**src/palette_pixel_colorize_assert.svh**
```systemverilog
// ---------------------------------------------------------------------------
// palette_pixel_colorize_assert.svh
// assertion macros used by the colorizer rtl
// ---------------------------------------------------------------------------
`ifndef PALETTE_PIXEL_COLORIZE_ASSERT_SVH
`define PALETTE_PIXEL_COLORIZE_ASSERT_SVH

// same-cycle implication, checked at every rising edge outside reset
`define PPC_ASSERT_NOW(label, clk, rst, cond, prop, msg) \
  label: assert property (@(posedge clk) disable iff (rst) (cond) |-> (prop)) \
    else $error(msg);

// next-cycle implication
`define PPC_ASSERT_NEXT(label, clk, rst, cond, prop, msg) \
  label: assert property (@(posedge clk) disable iff (rst) (cond) |=> (prop)) \
    else $error(msg);

`endif

```
**src/ppc_pkg.sv**
```systemverilog
// ---------------------------------------------------------------------------
// ppc_pkg
// types, codes and helpers of the palette pixel colorizer
// ---------------------------------------------------------------------------
package ppc_pkg;

  localparam int unsigned PaletteDepth = 192;
  localparam int unsigned PalAddrW     = $clog2(PaletteDepth);
  localparam int unsigned NumSlots     = 4;
  localparam int unsigned CfgIndexW    = 3;
  localparam int unsigned CfgDataW     = 32;

  localparam logic OP_WRITE    = 1'b0;
  localparam logic OP_COLORIZE = 1'b1;

  typedef enum logic [CfgIndexW-1:0] {
    REG_MAT_COLOR_0     = 3'd0,
    REG_MAT_COLOR_1     = 3'd1,
    REG_MAT_COLOR_2     = 3'd2,
    REG_MAT_COLOR_3     = 3'd3,
    REG_MAT_ALPHAS      = 3'd4,
    REG_BASE_ALPHA      = 3'd5,
    REG_TRANSPARENT_KEY = 3'd6
  } cfg_reg_t;

  localparam logic [15:0] TransparentKeyReset = 16'hF81F;
  localparam logic [7:0]  AlphaOpaque         = 8'hFF;

  typedef struct packed {
    logic       opcode;
    logic [7:0] pixel_index;
    logic [7:0] entry_red;
    logic [7:0] entry_green;
    logic [7:0] entry_blue;
  } in_word_t;

  typedef struct packed {
    logic [15:0] pixel_rgb565;
    logic [7:0]  pixel_alpha;
    logic        alpha_in_use;
  } out_word_t;

  typedef struct packed {
    logic [NumSlots-1:0][15:0] material_color;
    logic [NumSlots-1:0][7:0]  material_alphas;
    logic [7:0]                base_alpha;
    logic [15:0]               transparent_key;
  } cfg_regs_t;

  function automatic logic [15:0] pack565(input logic [7:0] r, input logic [7:0] g,
                                          input logic [7:0] b);
    return {r[7:3], g[7:2], b[7:3]};
  endfunction

endpackage

```
**src/ppc_stream_if.sv**
```systemverilog
// ---------------------------------------------------------------------------
// ppc_stream_if
// valid/ready channel carrying one word per handshake
// ---------------------------------------------------------------------------
interface ppc_stream_if #(
  parameter type word_t = logic
);
  logic  valid;
  logic  ready;
  word_t payload;

  modport source (output valid, output payload, input ready);
  modport sink   (input valid, input payload, output ready);
endinterface

```
**src/ppc_palette_mem.sv**
```systemverilog
// ---------------------------------------------------------------------------
// ppc_palette_mem
// palette table, one write port and one registered read port
// ---------------------------------------------------------------------------
module ppc_palette_mem (
  input  logic                            clk,
  input  logic                            wr_en,
  input  logic [ppc_pkg::PalAddrW-1:0]    wr_addr,
  input  logic [15:0]                     wr_data,
  input  logic                            rd_en,
  input  logic [ppc_pkg::PalAddrW-1:0]    rd_addr,
  output logic [15:0]                     rd_data
);

  logic [15:0] mem [ppc_pkg::PaletteDepth];

  always_ff @(posedge clk) begin
    if (wr_en) begin
      mem[wr_addr] <= wr_data;
    end
  end

  always_ff @(posedge clk) begin
    if (rd_en) begin
      rd_data <= mem[rd_addr];
    end
  end

endmodule

```
**src/ppc_colorize.sv**
```systemverilog
// ---------------------------------------------------------------------------
// ppc_colorize
// result word for one pixel: palette colour, transparent key or shaded material colour
// ---------------------------------------------------------------------------
module ppc_colorize (
  input  logic [7:0]          pixel_index,
  input  logic [15:0]         pal_data,
  input  ppc_pkg::cfg_regs_t  cfg,
  output ppc_pkg::out_word_t  word
);

  function automatic logic [7:0] shade_chan(input logic [7:0] chan8, input logic [3:0] shade);
    logic [11:0] prod;
    logic [8:0]  scaled;
    prod   = chan8 * shade;
    scaled = prod[11:3];
    return scaled[8] ? 8'hFF : scaled[7:0];
  endfunction

  logic        is_material;
  logic [1:0]  slot;
  logic [3:0]  shade;
  logic [15:0] col;
  logic        col_is_key;
  logic [7:0]  r8, g8, b8;

  // indices 192..255: top two bits set, slot in bits 5:4
  assign is_material = (pixel_index[7:6] == 2'b11);
  assign slot        = pixel_index[5:4];
  assign shade       = pixel_index[3:0];
  assign col         = cfg.material_color[slot];
  assign col_is_key  = (col == cfg.transparent_key);

  assign r8 = shade_chan({col[15:11], 3'b000}, shade);
  assign g8 = shade_chan({col[10:5], 2'b00}, shade);
  assign b8 = shade_chan({col[4:0], 3'b000}, shade);

  always_comb begin
    word.alpha_in_use = (cfg.base_alpha != ppc_pkg::AlphaOpaque) ||
                        (cfg.material_alphas != {ppc_pkg::NumSlots{ppc_pkg::AlphaOpaque}});
    word.pixel_alpha  = cfg.base_alpha;
    word.pixel_rgb565 = pal_data;
    if (is_material) begin
      if (col_is_key) begin
        word.pixel_rgb565 = cfg.transparent_key;
      end else begin
        word.pixel_rgb565 = ppc_pkg::pack565(r8, g8, b8);
        word.pixel_alpha  = cfg.material_alphas[slot];
      end
    end
  end

endmodule

```
**src/palette_pixel_colorize.sv**
```systemverilog
// ---------------------------------------------------------------------------
// palette_pixel_colorize
// palette index stream to rgb565 pixels with alpha
// ---------------------------------------------------------------------------
// pix_in takes one word per handshake: opcode OP_WRITE stores an rgb888
// entry (converted to rgb565) at pixel_index when below 192 and gives no
// output word; OP_COLORIZE gives exactly one word on pix_out.
// The cfg port writes the material colours, alphas, base alpha and the
// transparent key; write it only while no word is in flight.
// A colorize word passes the palette read register, then the output register,
// before it is offered on pix_out.
// Throughput: one word per cycle while pix_out does not stall; each stage holds
// one word and the palette is written or read at most once per accepted word.
// Reset clears the pipeline valid flags and loads the register defaults;
// the palette table is not cleared and must be written before it is read.
// When pix_out stalls, the output and input stage hold their words and
// pix_in.ready drops once both stages are full; nothing is dropped.
// ---------------------------------------------------------------------------
`include "palette_pixel_colorize_assert.svh"

module palette_pixel_colorize (
  input  logic                               clk,
  input  logic                               rst,
  ppc_stream_if.sink                         pix_in,
  ppc_stream_if.source                       pix_out,
  input  logic                               cfg_wr_en,
  input  logic [ppc_pkg::CfgIndexW-1:0]      cfg_index,
  input  logic [ppc_pkg::CfgDataW-1:0]       cfg_data
);

  ppc_pkg::cfg_regs_t cfg;

  always_ff @(posedge clk) begin
    if (rst) begin
      cfg.material_color  <= '0;
      cfg.material_alphas <= {ppc_pkg::NumSlots{ppc_pkg::AlphaOpaque}};
      cfg.base_alpha      <= ppc_pkg::AlphaOpaque;
      cfg.transparent_key <= ppc_pkg::TransparentKeyReset;
    end else if (cfg_wr_en) begin
      case (ppc_pkg::cfg_reg_t'(cfg_index))
        ppc_pkg::REG_MAT_COLOR_0:     cfg.material_color[0] <= cfg_data[15:0];
        ppc_pkg::REG_MAT_COLOR_1:     cfg.material_color[1] <= cfg_data[15:0];
        ppc_pkg::REG_MAT_COLOR_2:     cfg.material_color[2] <= cfg_data[15:0];
        ppc_pkg::REG_MAT_COLOR_3:     cfg.material_color[3] <= cfg_data[15:0];
        ppc_pkg::REG_MAT_ALPHAS:      cfg.material_alphas   <= cfg_data;
        ppc_pkg::REG_BASE_ALPHA:      cfg.base_alpha        <= cfg_data[7:0];
        ppc_pkg::REG_TRANSPARENT_KEY: cfg.transparent_key   <= cfg_data[15:0];
        default: ;
      endcase
    end
  end

  // pipeline control
  logic out_valid;
  logic s1_valid;
  logic s1_valid_next;
  logic out_take;
  logic s1_free;
  logic in_accept;
  logic is_write;
  logic in_pal;
  logic both_full;

  assign out_take  = !out_valid || pix_out.ready;
  assign s1_free   = !s1_valid || out_take;
  assign in_accept = pix_in.valid && s1_free;
  assign is_write  = (pix_in.payload.opcode == ppc_pkg::OP_WRITE);
  assign in_pal    = (pix_in.payload.pixel_index < 8'(ppc_pkg::PaletteDepth));
  assign both_full = s1_valid && out_valid && !pix_out.ready;

  assign pix_in.ready = s1_free;

  always_comb begin
    s1_valid_next = s1_valid && !out_take;
    if (in_accept) begin
      s1_valid_next = !is_write;
    end
  end

  // stage 1: palette access and index register
  logic [7:0]  s1_index;
  logic [15:0] pal_data;

  ppc_palette_mem u_mem (
    .clk     (clk),
    .wr_en   (in_accept && is_write && in_pal),
    .wr_addr (pix_in.payload.pixel_index[ppc_pkg::PalAddrW-1:0]),
    .wr_data (ppc_pkg::pack565(pix_in.payload.entry_red, pix_in.payload.entry_green,
                               pix_in.payload.entry_blue)),
    .rd_en   (in_accept && !is_write && in_pal),
    .rd_addr (pix_in.payload.pixel_index[ppc_pkg::PalAddrW-1:0]),
    .rd_data (pal_data)
  );

  always_ff @(posedge clk) begin
    if (rst) begin
      s1_valid <= 1'b0;
    end else begin
      s1_valid <= s1_valid_next;
    end
  end

  always_ff @(posedge clk) begin
    if (in_accept && !is_write) begin
      s1_index <= pix_in.payload.pixel_index;
    end
  end

  // stage 2: result register
  ppc_pkg::out_word_t result;
  ppc_pkg::out_word_t out_word;

  ppc_colorize u_colorize (
    .pixel_index (s1_index),
    .pal_data    (pal_data),
    .cfg         (cfg),
    .word        (result)
  );

  always_ff @(posedge clk) begin
    if (rst) begin
      out_valid <= 1'b0;
    end else if (out_take) begin
      out_valid <= s1_valid;
    end
  end

  always_ff @(posedge clk) begin
    if (out_take && s1_valid) begin
      out_word <= result;
    end
  end

  assign pix_out.valid   = out_valid;
  assign pix_out.payload = out_word;

  `PPC_ASSERT_NEXT(a_write_no_word, clk, rst, in_accept && is_write, !s1_valid, "stray write")
  `PPC_ASSERT_NEXT(a_colorize_held, clk, rst, in_accept && !is_write, s1_valid, "word lost")
  `PPC_ASSERT_NEXT(a_stall_keeps_s1, clk, rst, both_full, s1_valid, "stage 1 word dropped")
  `PPC_ASSERT_NOW(a_full_blocks_in, clk, rst, both_full, !pix_in.ready, "input taken while full")

endmodule

```
**src/flat_wrapper.sv**
```systemverilog
// flat-port wrapper written by rule: the top's interface ports become plain ports
module palette_pixel_colorize_flat import ppc_pkg::*;
  (clk, rst, cfg_wr_en, cfg_index, cfg_data, pix_in_valid, pix_in_payload, pix_in_ready, pix_out_valid, pix_out_payload, pix_out_ready);
  ppc_stream_if #(.word_t(in_word_t)) pix_in_i ();
  ppc_stream_if #(.word_t(out_word_t)) pix_out_i ();
  input  logic clk;
  input  logic rst;
  input  logic cfg_wr_en;
  input  logic [ppc_pkg::CfgIndexW-1:0] cfg_index;
  input  logic [ppc_pkg::CfgDataW-1:0] cfg_data;
  input wire logic [$bits(pix_in_i.valid)-1:0] pix_in_valid;
  input wire logic [$bits(pix_in_i.payload)-1:0] pix_in_payload;
  output wire logic [$bits(pix_in_i.ready)-1:0] pix_in_ready;
  output wire logic [$bits(pix_out_i.valid)-1:0] pix_out_valid;
  output wire logic [$bits(pix_out_i.payload)-1:0] pix_out_payload;
  input wire logic [$bits(pix_out_i.ready)-1:0] pix_out_ready;
  assign pix_in_i.valid = pix_in_valid;
  assign pix_in_i.payload = pix_in_payload;
  assign pix_in_ready = pix_in_i.ready;
  assign pix_out_valid = pix_out_i.valid;
  assign pix_out_payload = pix_out_i.payload;
  assign pix_out_i.ready = pix_out_ready;
  palette_pixel_colorize u_core (.clk(clk), .rst(rst), .pix_in(pix_in_i), .pix_out(pix_out_i), .cfg_wr_en(cfg_wr_en), .cfg_index(cfg_index), .cfg_data(cfg_data));
endmodule
```
**config.mk**
```make
export PLATFORM = sky130hd
export DESIGN_NAME = palette_pixel_colorize_flat
export DESIGN_NICKNAME = d
export VERILOG_FILES = /design/src/ppc_pkg.sv /design/src/ppc_stream_if.sv /design/src/ppc_palette_mem.sv /design/src/ppc_colorize.sv /design/src/palette_pixel_colorize.sv /design/src/flat_wrapper.sv
export VERILOG_INCLUDE_DIRS = /design/src /design/src/src
export SDC_FILE = /design/constraint.sdc
export NUM_CORES = 2
export LEC_CHECK = 0
export BUFFER_PORTS_ARGS = -buffer_cell sky130_fd_sc_hd__buf_2
export CAP_MARGIN = 20
export CORE_MARGIN = 2
export CORE_UTILIZATION = 58
export DETAILED_ROUTE_END_ITERATION = 8
export PLACE_DENSITY = 0.77
export SYNTH_ARGS = -nofsm -noshare
export SYNTH_HDL_FRONTEND = slang
export SYNTH_SLANG_ARGS = --single-unit
```
**constraint.sdc**
```tcl
create_clock -name clk -period 6.21 [get_ports clk]
set_input_delay 0.9315 -clock clk [delete_from_list [all_inputs] [get_ports clk]]
set_output_delay 0.9315 -clock clk [all_outputs]
set_load 0.01 [all_outputs]
```
**After elaboration in Yosys (flattened, before gate mapping)**

Memories as Yosys holds them, arrays and structs flattened. A register that Yosys moved wholly into a read port is not among the register bits.
Cells that the tools add are included.

- RAM bits: 3072
- Input bits: 73
- Register bits: 155
- Word-level logic and storage cells: 67
- Memories: 1

- Eq/ne operators: 10
- $mul: 3
- Bitwise logic cells: 1
- $lt $le $gt $ge: 2
- Multiplexer cells: 13
- Reduce and logical (&&, ||, !) cells: 21

Memory list:

| memory | depth | bits a word | read ports | clocked after memory_dff | wr ports | RTL line | RTL |
|---|---|---|---|---|---|---|---|
| u_core.u_mem.mem | 192 | 16 | 1 | 1 | 1 | ppc_palette_mem.sv:15 | `logic [15:0] mem [ppc_pkg::PaletteDepth];` |

Operators by type and width:

| cell | number |
|---|---|
| $mux 8 | 5 |
| $bmux 16 s2 | 1 |
| $mux 16 | 2 |
| $ne 32x32->1 const B | 1 |
| $mux 24 | 1 |
| $mul 5x4->9 | 2 |
| $bmux 8 s2 | 1 |
| $eq 16x16->1 | 1 |
| $reduce_and 2->1 | 7 |
| $mul 6x4->10 | 1 |
| $eq 3x3->1 const B | 3 |
| $lt 8x8->1 const B | 1 |
| $ne 8x8->1 const B | 1 |
| $logic_and 1x1->1 | 7 |
| $eq 3x2->1 const B | 2 |
| $eq 3x1->1 const B | 1 |
| $logic_not 1->1 | 3 |
| $logic_not 3->1 | 1 |
| $logic_or 1x1->1 | 3 |
| $lt 2x3->1 const B | 1 |
| $mux 1 | 3 |
| $eq 2x2->1 const B | 1 |
| $not 1->1 | 1 |

**Logic depth before layout (Yosys ltp)**

- Depth in word-level cells: 8
- Depth in mapped cells: 16
- Mapped depth without buffers: 13

**By module**

A second synthesis with hierarchy kept.

- Cell total of the unflattened synthesis: 5825
- Area, all modules: 127526.1 µm²

Modules (own cells, without submodules):

| module | times used | cells an instance | area an instance (µm²) |
|---|---|---|---|
| ppc_palette_mem | 1 | 4937 | 118416.1 |
| palette_pixel_colorize | 1 | 498 | 5814.3 |
| ppc_colorize | 1 | 390 | 3295.7 |

**Worst setup path before layout**

No wires, ideal clock.

- Path kind: register -> register
- From: register u_core.s1_index[4]
- To: register u_core.out_word, in the netlist u_core.pix_out.payload[23], data pin
- Setup slack: 1676 ps
- Clock period less this slack: 4534 ps
- Cell stages (with the launch flop): 15
- Arrival: 4273 ps
- Cells stage by stage: edfxtp_1 buf_6 buf_8 buf_2 mux4_2 and2_1 fa_1 fa_1 ha_1 o21ai_0 a21oi_1 o211a_1 a2111oi_0 o21ai_0 a311o_1

RTL lines:

| what | RTL line | RTL |
|---|---|---|
| from (decl) | palette_pixel_colorize.sv:81 | `logic [7:0] s1_index;` |
| from (signal assigned) | palette_pixel_colorize.sv:105 | `s1_index <= pix_in.payload.pixel_index;` |
| to (signal assigned) | palette_pixel_colorize.sv:130 | `out_word <= result;` |
| to (decl) | palette_pixel_colorize.sv:111 | `ppc_pkg::out_word_t out_word;` |

==> flow_summary.toml <==
[sta]
slew_violations = 0
hold_violations = 0
tns_ns = 0
skew_ns = 0.06710
tightest_slew_ns = 1.217
period_minus_slack_ns = 5.455
rsz0062_at_grt = "no"
fmax_mhz = 183.3
max-slew-margin-rel_pct = 18.24
fin_crit_sh_pct = 87.84
finalSetupViolations = 0

[worst_setup_path]
path_buf_inv = 1
critPathTopFamily = "compound AO/OA/AOI/OAI gates"
worst_setup_path_end_kind = "register"
cp_data_arrival_time_ns = 6.13
cp.required_ns = 6.89
cp_slowest_cell = "edfxtp_1"
critPathMaxFanout = 16
worstPathCellList = "buf_4, mux4_2, and2_1, fa_1, fa_1, ha_1, o21ai_0, a21oi_1, o211a_1, a2111oi_0, o21ai_0, a311o_1"
critPathLaunchType = "register"
path_class = "register to register"
max_stage_delay_ns = 0.95

[clocking]
cts_num_sinks = 3243
cts_max_level = 5
clockRootBuffer = "clkbuf_16"
hold_buffers = 0
cts_buffer_depth = 4
clk_pin_slew_ns = 0.06
cts_made_buffers = 333
ctsResizeCount = 0
postCtsSetupRepairBufs = 0
cts_tree = "built"
worst_skew_pair.late_latency_ns = 0.98

[yosys]
syn_inst = 5791
syn_nets = 5918
yosys.area.top_type = "edfxtp_1"
synth_cell_types = 78
synth_flop_cell = "edfxtp_1"
synth_edf_count = 3121
synth_most_common_cell = "edfxtp_1"
syn_avg_cell_area_um2 = 21.82
yosys_warnings = 0
syn-cell-area_mm2 = 0.1263
ys_ff_latch = 3243
synth.area.top_cells = "edfxtp_1, mux4_2, dfxtp_1"
synth_common_cells = "edfxtp_1, mux4_2, nand2_1"
async_flop_share_pct = 0
seq_area_frac_synth_pct = 76.12
synth_top_area_share_pct = 74.18

[cells_and_area]
final_util_pct = 65.85
area_growth_pct = 12.96
final_layout_size_suffix_gt1_share_pct = 29.12
layout.nets = 6410

[grt]
grt_max_degree = 130
grt_pass1_wl_um = 479700
antenna_found_initial = 15
grt_usage_pct = 30.47
grt_pass1_vias = 65450
gr-total-overflow = 0

[floorplanning]
fp-row-count = 171
num_io_pins = 100
dieWidth_um = 470.7
die_area_mm2 = 0.2216
die_y_um = 470.7
start_util_pct = 58.29
fp.coreArea_mm2 = 0.2167

[flow_run]
max_cap_viol_count = 0

[hold_path]
worst_hold_path_type = "primary input to register"

[drt]
drt_iter0_markers = 10330
num_vias = 65320
dr.pass1.iters = 6
ant_nets = 0
totalWireLength_um = 335400
routed_via_density = 6.953
wire_per_inst_um = 35.70
drc = 0

[placed_design]
gp_congestion = 0.9436
io_buffers = 91
dp_hpwl_um = 188000

[run_status]
outcome = "completed"

[power]
power_per_cell_area_mw_per_mm2 = 319.6
vdd_ir_drop_max_mv = 0.2740
leakagePower_nw = 45.36
## stage by stage
stage                     power, mW  hold slack (ns)  setup WS (ns)  instance area, um2  instances
after floorplan               25.68           0.4315          1.676              126300       5791
after global placement        26.65           0.4384         0.8500              132300       8798
after detailed placement      26.71           0.4470         0.8444              132300       8798
after CTS                     45.73           0.1709         0.8057              142600       9379
after global routing          46.62           0.1972         0.3844              142700       9385
final                         45.61           0.2156         0.7551              142700       9395
## path summary, 6_finish.rpt
path,from,endpoint,slack (ns),cells after the start
worst max-delay path,u_core.s1_index[4],u_core.pix_out.payload[23],0.76,12
worst min-delay path,cfg_data[22],u_core.cfg[46],0.22,2
worst max register to register,u_core.s1_index[4],u_core.pix_out.payload[23],0.76,12
worst min register to register,u_core.cfg[111],u_core.cfg[111],0.45,2
## area by class of cell
cell class,instances,area (um2)
Clock buffer,405,8708
Antenna cell,12,30.03
Sequential cell,3243,96160
Multi-Input combinational cell,2190,28600
Inverter,30,112.6
Timing Repair Buffer,485,3934
Clock inverter,176,1597
Fill cell,13050,74020
Tap cell,2854,3571
## cell families after synthesis
logic type,share of synthesized area (%)
DFF,76.12
and+or+nand+nor,2.769
xor gates and xnor gates,0.1733
AOI/OAI and AO/OA,2.141
buffers and inverters,1.350
muxes,16.80
adders and majority gates,0.6536
## report_power, final
part	switching, mW	internal [mW]
registers	0.0423	24.0
logic	1.44	0.817
clock network	8.14	11.2
total	9.62	36.0
## registers in the layout, summed over array words and instances (netlist names)
| signal | flops |
|---|---|
| u_core.pix_out.payload | 25 |
| u_core.s1_valid | 1 |
| u_core.s1_index | 8 |
| u_core.u_mem.rd_data | 16 |
| u_core.cfg | 120 |
| u_core.u_mem.mem | 3072 |
| u_core.pix_out.valid | 1 |
## layout by cell type, fill, tap and decap left out, drive strengths merged, types with 23 or more instances in the layout
| master | instances |
|---|---|
| o22ai | 25 |
| nand2 | 262 |
| clkinv | 135 |
| a21oi | 97 |
| a22o | 31 |
| nor2b | 53 |
| edfxtp | 3121 |
| dfxtp | 122 |
| ha | 34 |
| o21ai | 40 |
| inv | 36 |
| clkbuf | 405 |
| a22oi | 74 |
| bufinv | 29 |
| a211o | 32 |
| buf | 485 |
| mux2i | 35 |
| and2 | 50 |
| nand4 | 23 |
| nor2 | 245 |
| mux4 | 920 |
| nand3 | 32 |
## layer usage
layer / part of all wire [%] / track usage (%) / vias to the layer above
met1: 35 / 41.08 / 34220
li1: - / - / 25280
met2: 48 / 47.20 / 4984
met4: 5.1 / 13.66 / 14
met5: 0.026 / 0 / -
met3: 12 / 8.309 / 829
(Power assumes the default switching activity.)
